**config.mk**
```make
export PLATFORM = sky130hd
export DESIGN_NAME = indexed_bucket_priority_queue
export DESIGN_NICKNAME = d
export VERILOG_FILES = /design/src/hdl/ibpq_pkg.sv /design/src/hdl/ibpq_ram.sv /design/src/hdl/ibpq_ctrl.sv /design/src/hdl/ibpq_dp.sv /design/src/hdl/indexed_bucket_priority_queue.sv
export VERILOG_INCLUDE_DIRS = /design/src /design/src/hdl
export SDC_FILE = /design/constraint.sdc
export NUM_CORES = 2
export LEC_CHECK = 0
export BUFFER_PORTS_ARGS = -buffer_cell sky130_fd_sc_hd__buf_2
export CORE_ASPECT_RATIO = 1.5
export CORE_MARGIN = 5
export CORE_UTILIZATION = 55
export DETAILED_ROUTE_END_ITERATION = 6
export GPL_TIMING_DRIVEN = 0
export PLACE_DENSITY_LB_ADDON = 0.1
export SYNTH_ARGS = -nofsm -noshare
export SYNTH_HDL_FRONTEND = slang
export SYNTH_SLANG_ARGS = --single-unit
```
**constraint.sdc**
```tcl
create_clock -name clk -period 14.7 [get_ports clk]
set_clock_uncertainty 0.2 [all_clocks]
set_input_delay 2.94 -clock clk [delete_from_list [all_inputs] [get_ports clk]]
set_output_delay 2.94 -clock clk [all_outputs]
set_load 0.005 [all_outputs]
```
**src/hdl/indexed_bucket_priority_queue_defines.svh**
```systemverilog
// Assertion macros used by the queue's datapath.
`ifndef INDEXED_BUCKET_PRIORITY_QUEUE_DEFINES_SVH
`define INDEXED_BUCKET_PRIORITY_QUEUE_DEFINES_SVH

// Same-cycle implication, checked outside reset.
`define IBPQ_ASSERT_NOW(label, ante, cons) \
  label: assert property (@(posedge clk) disable iff (rst) (ante) |-> (cons)) \
    else $error("ibpq check failed");

// Next-cycle implication, checked outside reset.
`define IBPQ_ASSERT_NEXT(label, ante, cons) \
  label: assert property (@(posedge clk) disable iff (rst) (ante) |=> (cons)) \
    else $error("ibpq check failed");

`endif

```
**src/hdl/ibpq_pkg.sv**
```systemverilog
// Types, constants and codes of the indexed priority queue.
package ibpq_pkg;

  localparam int CAPACITY = 64;
  localparam int KEY_W    = 32;
  localparam int PRI_W    = 16;
  localparam int IDX_W    = $clog2(CAPACITY);
  localparam int CNT_W    = $clog2(CAPACITY + 1);
  localparam int ITEM_W   = 32;
  localparam int OCC_W    = 7;

  typedef enum logic [2:0] {
    REQ_PUSH  = 3'd0,
    REQ_POP   = 3'd1,
    REQ_ERASE = 3'd2,
    REQ_FIND  = 3'd3,
    REQ_CLEAR = 3'd4
  } req_code_t;

  typedef enum logic [1:0] {
    ST_OK     = 2'd0,
    ST_ABSENT = 2'd1,
    ST_FULL   = 2'd2
  } status_code_t;

  typedef enum logic [2:0] {
    S_IDLE, S_SCAN, S_SCAN_TAIL, S_DECIDE, S_SWEEP, S_SWEEP_TAIL, S_INSERT, S_FINISH
  } fsm_t;

  typedef struct packed {
    logic [2:0]       req_type;
    logic [KEY_W-1:0] item_key;
    logic [PRI_W-1:0] priority_req;
  } req_t;

  typedef struct packed {
    logic [1:0]        status;
    logic [ITEM_W-1:0] item_out;
    logic [OCC_W-1:0]  occupancy;
  } rsp_t;

  // Controller to datapath commands.
  typedef struct packed {
    logic load;
    logic scan;
    logic sweep;
    logic drop;
    logic insert;
    logic clear_all;
    logic finish;
  } ctl_t;

  // Datapath to controller status.
  typedef struct packed {
    logic ptr_last;
    logic need_drop;
    logic is_push;
    logic is_clear;
  } sts_t;

endpackage

```
**src/hdl/ibpq_ram.sv**
```systemverilog
// Generic simple dual-port RAM with registered read.
module ibpq_ram #(
  parameter int WIDTH = 8,
  parameter int DEPTH = 64
) (
  input  logic                     clk,
  input  logic                     we,
  input  logic [$clog2(DEPTH)-1:0] waddr,
  input  logic [WIDTH-1:0]         wdata,
  input  logic [$clog2(DEPTH)-1:0] raddr,
  output logic [WIDTH-1:0]         rdata
);

  logic [WIDTH-1:0] mem [DEPTH];

  // Write one word, read one word
  always_ff @(posedge clk) begin
    if (we) begin
      mem[waddr] <= wdata;
    end
    rdata <= mem[raddr];
  end

endmodule

```
**src/hdl/ibpq_ctrl.sv**
```systemverilog
// Sequencer for scan, rank sweep and insert phases of each request.
module ibpq_ctrl (
  input  logic          clk,
  input  logic          rst,
  input  logic          start,
  input  ibpq_pkg::sts_t sts,
  output ibpq_pkg::ctl_t cmd,
  output logic          busy
);
  import ibpq_pkg::*;

  fsm_t state, state_next;

  // State register
  always_ff @(posedge clk) begin
    if (rst) begin
      state <= S_IDLE;
    end else begin
      state <= state_next;
    end
  end

  // Next state and commands
  always_comb begin
    state_next = state;
    cmd        = '0;
    case (state)
      S_IDLE: begin
        if (start) begin
          cmd.load   = 1'b1;
          state_next = S_SCAN;
        end
      end
      S_SCAN: begin
        cmd.scan = 1'b1;
        if (sts.ptr_last) begin
          state_next = S_SCAN_TAIL;
        end
      end
      S_SCAN_TAIL: state_next = S_DECIDE;
      S_DECIDE: begin
        if (sts.need_drop) begin
          cmd.drop   = 1'b1;
          state_next = S_SWEEP;
        end else if (sts.is_clear) begin
          cmd.clear_all = 1'b1;
          state_next    = S_FINISH;
        end else if (sts.is_push) begin
          state_next = S_INSERT;
        end else begin
          state_next = S_FINISH;
        end
      end
      S_SWEEP: begin
        cmd.sweep = 1'b1;
        if (sts.ptr_last) begin
          state_next = S_SWEEP_TAIL;
        end
      end
      S_SWEEP_TAIL: state_next = sts.is_push ? S_INSERT : S_FINISH;
      S_INSERT: begin
        cmd.insert = 1'b1;
        state_next = S_FINISH;
      end
      S_FINISH: begin
        cmd.finish = 1'b1;
        state_next = S_IDLE;
      end
      default: state_next = S_IDLE;
    endcase
  end

  assign busy = (state != S_IDLE);

endmodule

```
**src/hdl/ibpq_dp.sv**
```systemverilog
// Slot storage, scan compare, rank sweep and result register.
`include "indexed_bucket_priority_queue_defines.svh"
module ibpq_dp (
  input  logic           clk,
  input  logic           rst,
  input  ibpq_pkg::req_t req,
  input  ibpq_pkg::ctl_t cmd,
  output ibpq_pkg::sts_t sts,
  output logic           done,
  output ibpq_pkg::rsp_t result
);
  import ibpq_pkg::*;

  req_t             cur;
  logic [CAPACITY-1:0] valid;
  logic [CNT_W-1:0] held_count;
  logic [IDX_W-1:0] ptr;
  logic             d_vld, d_sweep;
  logic [IDX_W-1:0] d_idx;

  logic             match_hit, best_hit, free_hit, full_flag;
  logic [IDX_W-1:0] match_idx, best_idx, free_idx;
  logic [IDX_W-1:0] match_rank, best_rank, drop_rank;
  logic [PRI_W-1:0] best_pri;
  logic [KEY_W-1:0] best_key;

  logic [KEY_W-1:0] key_rd;
  logic [PRI_W-1:0] pri_rd;
  logic [IDX_W-1:0] rank_rd;

  logic             slot_we, rank_we, sweep_we, d_live, better, full_now;
  logic [IDX_W-1:0] ins_idx, rank_waddr, rank_wdata, drop_sel_idx, drop_sel_rank;
  logic             is_push, is_pop, is_erase, is_find, is_clear;

  assign is_push  = (cur.req_type == REQ_PUSH);
  assign is_pop   = (cur.req_type == REQ_POP);
  assign is_erase = (cur.req_type == REQ_ERASE);
  assign is_find  = (cur.req_type == REQ_FIND);
  assign is_clear = (cur.req_type == REQ_CLEAR);

  assign sts.ptr_last  = (ptr == IDX_W'(CAPACITY - 1));
  assign sts.need_drop = ((is_push || is_erase) && match_hit) || (is_pop && best_hit);
  assign sts.is_push   = is_push;
  assign sts.is_clear  = is_clear;

  // Lowest free slot after any drop of the matched key
  assign ins_idx  = (match_hit && (!free_hit || match_idx < free_idx)) ? match_idx : free_idx;
  assign full_now = (held_count >= CNT_W'(CAPACITY));
  assign slot_we  = cmd.insert && !full_now;

  assign drop_sel_idx  = is_pop ? best_idx : match_idx;
  assign drop_sel_rank = is_pop ? best_rank : match_rank;

  // Read-back stage compare
  assign d_live   = d_vld && valid[d_idx];
  assign better   = !best_hit || (pri_rd < best_pri) ||
                    ((pri_rd == best_pri) && (rank_rd < best_rank));
  assign sweep_we = d_live && d_sweep && (rank_rd > drop_rank);
  assign rank_we  = sweep_we || slot_we;
  assign rank_waddr = slot_we ? ins_idx : d_idx;
  assign rank_wdata = slot_we ? held_count[IDX_W-1:0] : rank_rd - 1'b1;

  ibpq_ram #(.WIDTH(KEY_W), .DEPTH(CAPACITY)) u_key_ram (
    .clk(clk), .we(slot_we), .waddr(ins_idx), .wdata(cur.item_key),
    .raddr(ptr), .rdata(key_rd)
  );
  ibpq_ram #(.WIDTH(PRI_W), .DEPTH(CAPACITY)) u_pri_ram (
    .clk(clk), .we(slot_we), .waddr(ins_idx), .wdata(cur.priority_req),
    .raddr(ptr), .rdata(pri_rd)
  );
  ibpq_ram #(.WIDTH(IDX_W), .DEPTH(CAPACITY)) u_rank_ram (
    .clk(clk), .we(rank_we), .waddr(rank_waddr), .wdata(rank_wdata),
    .raddr(ptr), .rdata(rank_rd)
  );

  // Latch request, advance pointer, track read-back pipe
  always_ff @(posedge clk) begin
    if (cmd.load) begin
      cur <= req;
    end
    if (cmd.load || cmd.drop) begin
      ptr <= '0;
    end else if (cmd.scan || cmd.sweep) begin
      ptr <= ptr + 1'b1;
    end
    d_idx   <= ptr;
    d_sweep <= cmd.sweep;
    if (rst) begin
      d_vld <= 1'b0;
    end else begin
      d_vld <= cmd.scan || cmd.sweep;
    end
  end

  // Scan results: key match, best candidate, first free slot
  always_ff @(posedge clk) begin
    if (rst || cmd.load) begin
      match_hit <= 1'b0;
      best_hit  <= 1'b0;
      free_hit  <= 1'b0;
      full_flag <= 1'b0;
    end else begin
      if (d_vld && !d_sweep) begin
        if (d_live && key_rd == cur.item_key) begin
          match_hit <= 1'b1;
        end
        if (d_live && better) begin
          best_hit <= 1'b1;
        end
        if (!valid[d_idx] && !free_hit) begin
          free_hit <= 1'b1;
        end
      end
      if (cmd.insert && full_now) begin
        full_flag <= 1'b1;
      end
    end
  end

  // Payload of the scan results
  always_ff @(posedge clk) begin
    if (d_vld && !d_sweep) begin
      if (d_live && key_rd == cur.item_key) begin
        match_idx  <= d_idx;
        match_rank <= rank_rd;
      end
      if (d_live && better) begin
        best_idx  <= d_idx;
        best_rank <= rank_rd;
        best_pri  <= pri_rd;
        best_key  <= key_rd;
      end
      if (!valid[d_idx] && !free_hit) begin
        free_idx <= d_idx;
      end
    end
    if (cmd.drop) begin
      drop_rank <= drop_sel_rank;
    end
  end

  // Valid bits and count
  always_ff @(posedge clk) begin
    if (rst || cmd.clear_all) begin
      valid      <= '0;
      held_count <= '0;
    end else if (cmd.drop) begin
      valid[drop_sel_idx] <= 1'b0;
      held_count          <= held_count - 1'b1;
    end else if (slot_we) begin
      valid[ins_idx] <= 1'b1;
      held_count     <= held_count + 1'b1;
    end
  end

  // Result beat
  always_ff @(posedge clk) begin
    if (rst) begin
      done <= 1'b0;
    end else begin
      done <= cmd.finish;
    end
    if (cmd.finish) begin
      result.occupancy <= OCC_W'(held_count);
      result.item_out  <= '0;
      result.status    <= ST_OK;
      if (is_push && full_flag) begin
        result.status <= ST_FULL;
      end else if (is_pop) begin
        if (best_hit) begin
          result.item_out <= ITEM_W'(best_key);
        end else begin
          result.status <= ST_ABSENT;
        end
      end else if (is_erase && !match_hit) begin
        result.status <= ST_ABSENT;
      end else if (is_find) begin
        if (match_hit) begin
          result.item_out <= ITEM_W'(cur.item_key);
        end else begin
          result.status <= ST_ABSENT;
        end
      end
    end
  end

  `IBPQ_ASSERT_NOW(a_count_matches_valid, 1'b1, $countones(valid) == held_count)
  `IBPQ_ASSERT_NOW(a_drop_hits_valid, cmd.drop, valid[drop_sel_idx])
  `IBPQ_ASSERT_NOW(a_insert_into_free, slot_we, !valid[ins_idx])
  `IBPQ_ASSERT_NEXT(a_finish_gives_beat, cmd.finish, done)

endmodule

```
**src/hdl/indexed_bucket_priority_queue.sv**
```systemverilog
// Top level of the keyed priority queue with arrival order among equal priorities.
//
// Pulse start with a request while busy is low; busy rises on the next cycle and the
// single result beat appears on result with done high for exactly one cycle, which
// the receiver must take as it comes. Each request first scans all 64 slots through
// the slot memories (one slot per cycle). A find, a clear, a miss, a pop of an empty
// queue or an unused code then finishes; a push of a new key also passes through the
// insert state, where it is stored or dropped as full. A pop, an erase of a held key
// or a push of a held key also runs a second pass over all 64 entries of the
// arrival-rank memory to close the gap in arrival order, and the push then inserts.
// busy falls in the cycle that carries done, so the next request can be taken at the
// edge that ends it.
// No clearing pass after reset.
module indexed_bucket_priority_queue (
  input  logic           clk,
  input  logic           rst,
  input  logic           start,
  input  ibpq_pkg::req_t req,
  output logic           busy,
  output logic           done,
  output ibpq_pkg::rsp_t result
);
  import ibpq_pkg::*;

  ctl_t cmd;
  sts_t sts;

  ibpq_ctrl u_ctrl (
    .clk(clk), .rst(rst), .start(start), .sts(sts), .cmd(cmd), .busy(busy)
  );

  ibpq_dp u_dp (
    .clk(clk), .rst(rst), .req(req), .cmd(cmd), .sts(sts), .done(done), .result(result)
  );

endmodule

```
Word-level counts from Yosys, hierarchy flattened
Memories as Yosys holds them, arrays and structs flattened. A register that Yosys moved wholly into a read port is not among the register bits.
Index checks and enable logic that the tools add are counted.

storage, ports and cells
  register bits = 269
  latch bits = 0
  RAM bits = 3456
  ROM bits = 0
  input port bits = 54
  logic and storage cells = 149
  memories kept = 3

cells by class
  add/subtract/negate cells = 4
  multiply operators = 0
  div/mod/pow operators = 0
  order comparisons = 10
  equal/unequal tests = 17
  shift operators = 0
  mux-type cells = 45
  bitwise gates (word level) = 3
  reduce and logical (&&, ||, !) cells = 41

memory list
  memory               words  width  rd ports  clocked after memory_dff  wr ports  RTL line        source
  u_dp.u_key_ram.mem   64     32     1         1                         1         ibpq_ram.sv:14  logic [WIDTH-1:0] mem [DEPTH];
  u_dp.u_pri_ram.mem   64     16     1         1                         1         ibpq_ram.sv:14
  u_dp.u_rank_ram.mem  64     6      1         1                         1         ibpq_ram.sv:14

operators by type and width
  cell                                                        number
  two-way mux 64 bit                                          2
  two-way mux 32 bit                                          3
  bitwise AND 64 bit                                          1
  inverter 64 bit                                             1
  bitwise OR 64 bit                                           1
  two-way mux 34 bit                                          1
  two-way mux 33 bit                                          1
  equality test 32 bit                                        1
  two-way mux 6 bit                                           5
  one-hot mux 3 bit (8 select lines)                          1
  less-than comparator 6 x 7 -> 1 bit, second input constant  3
  two-way mux 1 bit                                           21
  logical AND 1 bit                                           17
  equality test 16 bit                                        1
  less-than comparator 16 bit                                 1
  equality test 3 bit, second input constant                  5
  two-way mux 3 bit                                           5
  two-way mux 7 bit                                           2
  demux 1 bit (select 6 bit)                                  2
  equality test 3 x 2 -> 1 bit, second input constant         4
  >= comparator 6 x 1 -> 1 bit, second input constant         2
  less-than comparator 6 bit                                  2
  logical OR 1 bit                                            10
  adder 7 x 1 -> 7 bit, second input constant                 1
  other kinds (16)                                            27

Logic depth before layout (Yosys ltp)
  word-level depth = 11
  gate-level depth with buffers = 12
  depth with buffers taken out = 11

Hierarchy
Synthesis repeated with hierarchy kept, for this count alone.

second synthesis, totals
  cell total of the unflattened synthesis = 6988
  area total of the unflattened synthesis = 146556.8 um^2

modules (own cells, without submodules)
  module                       instances  cells an instance  area each (um^2)  seq. area each (um^2)
  ibpq_ram at u_dp.u_key_ram   1          3324               78515.3           62139.6
  ibpq_ram at u_dp.u_pri_ram   1          1829               40042.2           31069.8
  ibpq_ram at u_dp.u_rank_ram  1          720                15225.9           11651.2
  ibpq_dp                      1          1083               12512.0           7086.8
  ibpq_ctrl                    1          32                 261.5             60.1

Least setup slack after synthesis
OpenSTA, ideal clock, no wires.

  path type = flip-flop to flip-flop
  start point = register u_dp.d_idx[0]
  end point = register u_dp.best_idx[0] (enable)
  setup time = 514 ps
  arrival time = 4958 ps
  data required time = 13986 ps
  setup slack = 9028 ps
  stages on the path, launching flop included = 8
  cell sequence = dfxtp_1 buf_2 buf_2 mux4_2 a221oi_1 a32o_1 nand3b_1 a31oi_1

on the way
  word-level cells in the longest chain between the ends = 5

RTL lines
  what                                     RTL line        source
  from (decl)                              ibpq_dp.sv:19   logic [IDX_W-1:0] d_idx;
  from (signal assigned)                   ibpq_dp.sv:86   d_idx <= ptr;
  binary-select mux 1 bit (select 6 bit)   ibpq_dp.sv:55   assign d_live = d_vld && valid[d_idx];
  two-way mux 1 bit (not written as such)  ibpq_dp.sv:55
  logical AND 1 bit                        ibpq_dp.sv:55
  logical AND 1 bit                        ibpq_dp.sv:127  if (d_live && better) begin
  AND reduction 2 bit (no line)            -
  to (signal assigned)                     ibpq_dp.sv:128  best_idx <= d_idx;
  to (decl)                                ibpq_dp.sv:22   logic [IDX_W-1:0] match_idx, best_idx, free_idx;

No other way between the ends. The select of a mux whose other input is x is not followed.
A chain may end at the register's enable or synchronous reset.

Final worst setup path
  start point = register u_dp.free_idx[1]
  end point = memory u_dp.u_pri_ram.mem[27][13] (netlist bit) (enable)

on the way
  word-level cells in the longest chain between the ends = 4

RTL lines
  what                        RTL line        source
  from (decl)                 ibpq_dp.sv:22
  from (signal assigned)      ibpq_dp.sv:134  free_idx <= d_idx;
  less-than comparator 6 bit  ibpq_dp.sv:47   assign ins_idx = (match_hit && (!free_hit || match_idx < free_idx)) ? match_idx : free_idx;
  logical OR 1 bit            ibpq_dp.sv:47
  logical AND 1 bit           ibpq_dp.sv:47
  two-way mux 6 bit *         ibpq_dp.sv:47
  to (decl)                   ibpq_ram.sv:14

Mark *: on every way between the ends. The rest lies on a longest branch, timed or not.

==> impl_metrics.json <==
{
  "holdPathStages": 0,
  "io_buffers": 96,
  "numCtsBuffers": 349,
  "htree_levels": 5,
  "power_density_nw_per_um2": 165,
  "ys.flop_type": "edfxtp_1",
  "die_h_microns": 637,
  "cts-root-buf": "clkbuf_16",
  "ys_seq_elements": 3779,
  "drtIter0Drc": 9322,
  "synth_cell_types": 73,
  "maxCapViolations": 2,
  "postSynthAreaPerCell_sq_um": 24.0,
  "cts_buffer_depth": 4,
  "initial_utilization_pct": 55.2,
  "cp.arrival_ns": 6.97,
  "tightest_slew_ns": 1.57,
  "vias_per_cell": 6.66,
  "syn_area_sq_um": 144000,
  "cts_tree": "built",
  "pin_count": 97,
  "clock-sinks": 3779,
  "synth_edf_count": 3632,
  "grt-ovfl-total": 0,
  "fp.dieArea_sq_um": 273000,
  "nets": 6800,
  "period_minus_slack_ns": 6.61,
  "ant_nets": 0,
  "endpoint": "u_dp.u_pri_ram.mem[27][13]$_DFFE_PP_",
  "power_mw": 27.4,
  "fin_tns_setup_ns": 0,
  "crit_fanout": 20,
  "syn_nets": 6119,
  "required_ns": 15.05,
  "fmax_ghz": 0.151,
  "first_global_vias": 71100,
  "rsz0062_at_grt": "no",
  "synthArstFlopShare_pct": 0,
  "gp_congestion": 0.879,
  "r2r_slack_ns": 8.09,
  "drc_errors": 0,
  "r2r_cells": 11,
  "ys_warn_count": 0,
  "cp-end-kind": "flop",
  "die_w_microns": 428,
  "clk_pin_slew_worst_paths_ns": 0.06,
  "drt_first_pass_iters": 5,
  "routed_wl_mm": 403,
  "final-setup-viol-count": 0,
  "maxSlewHeadroom_pct": -4.51,
  "rows": 230,
  "r2r-start": "u_dp.free_idx[1]$_DFFE_PP_",
  "grt_usage_pct": 29.6,
  "r2r-end": "u_dp.u_pri_ram.mem[27][13]$_DFFE_PP_",
  "core-area_sq_um": 262000,
  "final_cell_mix": "3632 x edfxtp_1, 1148 x mux4_2, 359 x clkbuf_16",
  "vias": 69900,
  "ys_seq_area_share_pct": 77.6,
  "crit_type": "reg -> reg",
  "status": "complete, but fails checks",
  "layout_commonest_cell": "edfxtp_1",
  "hpwl_mm": 272,
  "antenna_found_initial": 21,
  "hp-class": "reg -> reg",
  "grt_pass1_wl_mm": 560,
  "clkLatencyLatePin_ns": 0.91,
  "cts_resized": 0,
  "wire_per_inst_microns": 38.4,
  "min_period_over_period_pct": 45.0,
  "placed_area_sq_um": 155000,
  "hold_violations": 0,
  "synthCells": 6025,
  "drive_gt1_share_pct": 31.1,
  "syn2layout_area_growth_pct": 15.1,
  "cts_hold_buf": 0,
  "leakagePower_nw": 50.4,
  "grt_max_degree": 43,
  "post-route-util_pct": 63.5,
  "slew_violations": 12,
  "startpoint": "u_dp.free_idx[1]$_DFFE_PP_",
  "violations": "max-capacitance violations, max-slew violations",
  "cts_setup_buffers": 0,
  "crit_path_start_kind": "flop",
  "vdd_drop_max_mv": 0.105,
  "design_area_sq_um": 166000
}
layer usage:
layer	wire length, microns	track usage (%)
met5	13	0
met2	207000	50.0
met3	31900	5.42
met4	23900	14.7
met1	141000	37.2
sequential cells by signal, summed over array words and instances, names as in the netlist, 7 cells and up:
name,cells
u_dp.u_key_ram.mem,2048
u_dp.u_pri_ram.mem,1024
u_dp.u_rank_ram.mem,384
u_dp.valid,64
u_dp.cur,51
u_dp.result,41
u_dp.best_key,32
u_dp.u_key_ram.rdata,32
u_dp.best_pri,16
u_dp.u_pri_ram.rdata,16
u_dp.held_count,7
synth_stat cells, types with 21 or more instances:
cell | instances | share of area (%)
edfxtp_1 | 3632 | 76
mux4_2 | 1148 | 18
clkbuf_1 | 195 | 0.51
dfxtp_1 | 147 | 2.0
nor2_1 | 126 | 0.33
buf_2 | 101 | 0.35
nor3_1 | 74 | 0.26
a211oi_1 | 67 | 0.35
a41oi_1 | 57 | 0.35
nand2_1 | 55 | 0.14
inv_1 | 47 | 0.12
ha_1 | 39 | 0.34
xnor2_1 | 38 | 0.23
a22o_1 | 32 | 0.19
a21oi_1 | 22 | 0.076
o21ai_0 | 21 | 0.073
through the flow:
| step | hold WS (ns) | std cells | setup WS [ns] |
|---|---|---|---|
| finish | 0.172 | 10500 | 8.09 |
| global route | 0.173 | 10500 | 8.17 |
| CTS | 0.168 | 10500 | 8.37 |
| detailed placement | 0.159 | 9835 | 8.40 |
| global placement | 0.150 | 9601 | 4.03 |
| floorplan | 0.129 | 6025 | 9.03 |
cell families (layout without fill, tap and decap cells):
family | after synthesis | in the layout | share of synthesized area [%]
AO/OA/AOI/OAI | 267 | 267 | 1.44
XOR/XNOR | 44 | 44 | 0.267
adder cells (fa/ha/maj) | 40 | 40 | 0.352
buffers and inverters | 368 | 1330 | 1.06
flip-flops | 3779 | 3779 | 77.6
multiplexers | 1171 | 1171 | 18.1
other | 0 | 28 | 0
AND/OR/NAND/NOR | 356 | 356 | 1.18
cell type report:
class                      instances  area, sq um
tap                             3480         4350
clock buffer                     457         9530
clock inverter                   175         1410
buffer                           319         1380
multi-input combinational       1878        31300
sequential                      3779       112000
antenna                           28         70.1
fill                           17200        95500
timing repair buffer             330         5810
inverter                          49          186
report_power, final:
part	switching [mW]	total (mW)	leakage, nW	internal [mW]
Sequential	0.290	13.0	33.8	12.7
Clock	3.91	8.84	5.37	4.94
Combinational	3.17	5.49	11.2	2.32
critical path, cell delays in order, from the launching register on:
cell      delay (ns)
edfxtp_1        0.32
clkbuf_1        0.44
inv_1           0.17
ha_1            0.26
nor3b_1         0.38
nor3_2          0.17
nor2_4          0.30
buf_2           0.39
mux2i_1         1.22
nand2_1         0.93
nor2_4          1.09
buf_12          0.30
worst min path at each step:
stage,from,to,slack [ns]
3_3_place_gp,u_dp.ptr[5]$_SDFFE_PP0P_,u_dp.d_idx[5]$_DFF_P_,0.15
4_1_cts,u_dp.ptr[5]$_SDFFE_PP0P_,u_dp.d_idx[5]$_DFF_P_,0.17
3_5_place_dp,u_dp.ptr[5]$_SDFFE_PP0P_,u_dp.d_idx[5]$_DFF_P_,0.16
6_report,u_dp.ptr[5]$_SDFFE_PP0P_,u_dp.d_idx[5]$_DFF_P_,0.17
2_1_floorplan,u_dp.ptr[2]$_SDFFE_PP0P_,u_dp.d_idx[2]$_DFF_P_,0.13
5_1_grt,u_dp.ptr[5]$_SDFFE_PP0P_,u_dp.d_idx[5]$_DFF_P_,0.17
Note: power is estimated with default switching activity, not from simulation.
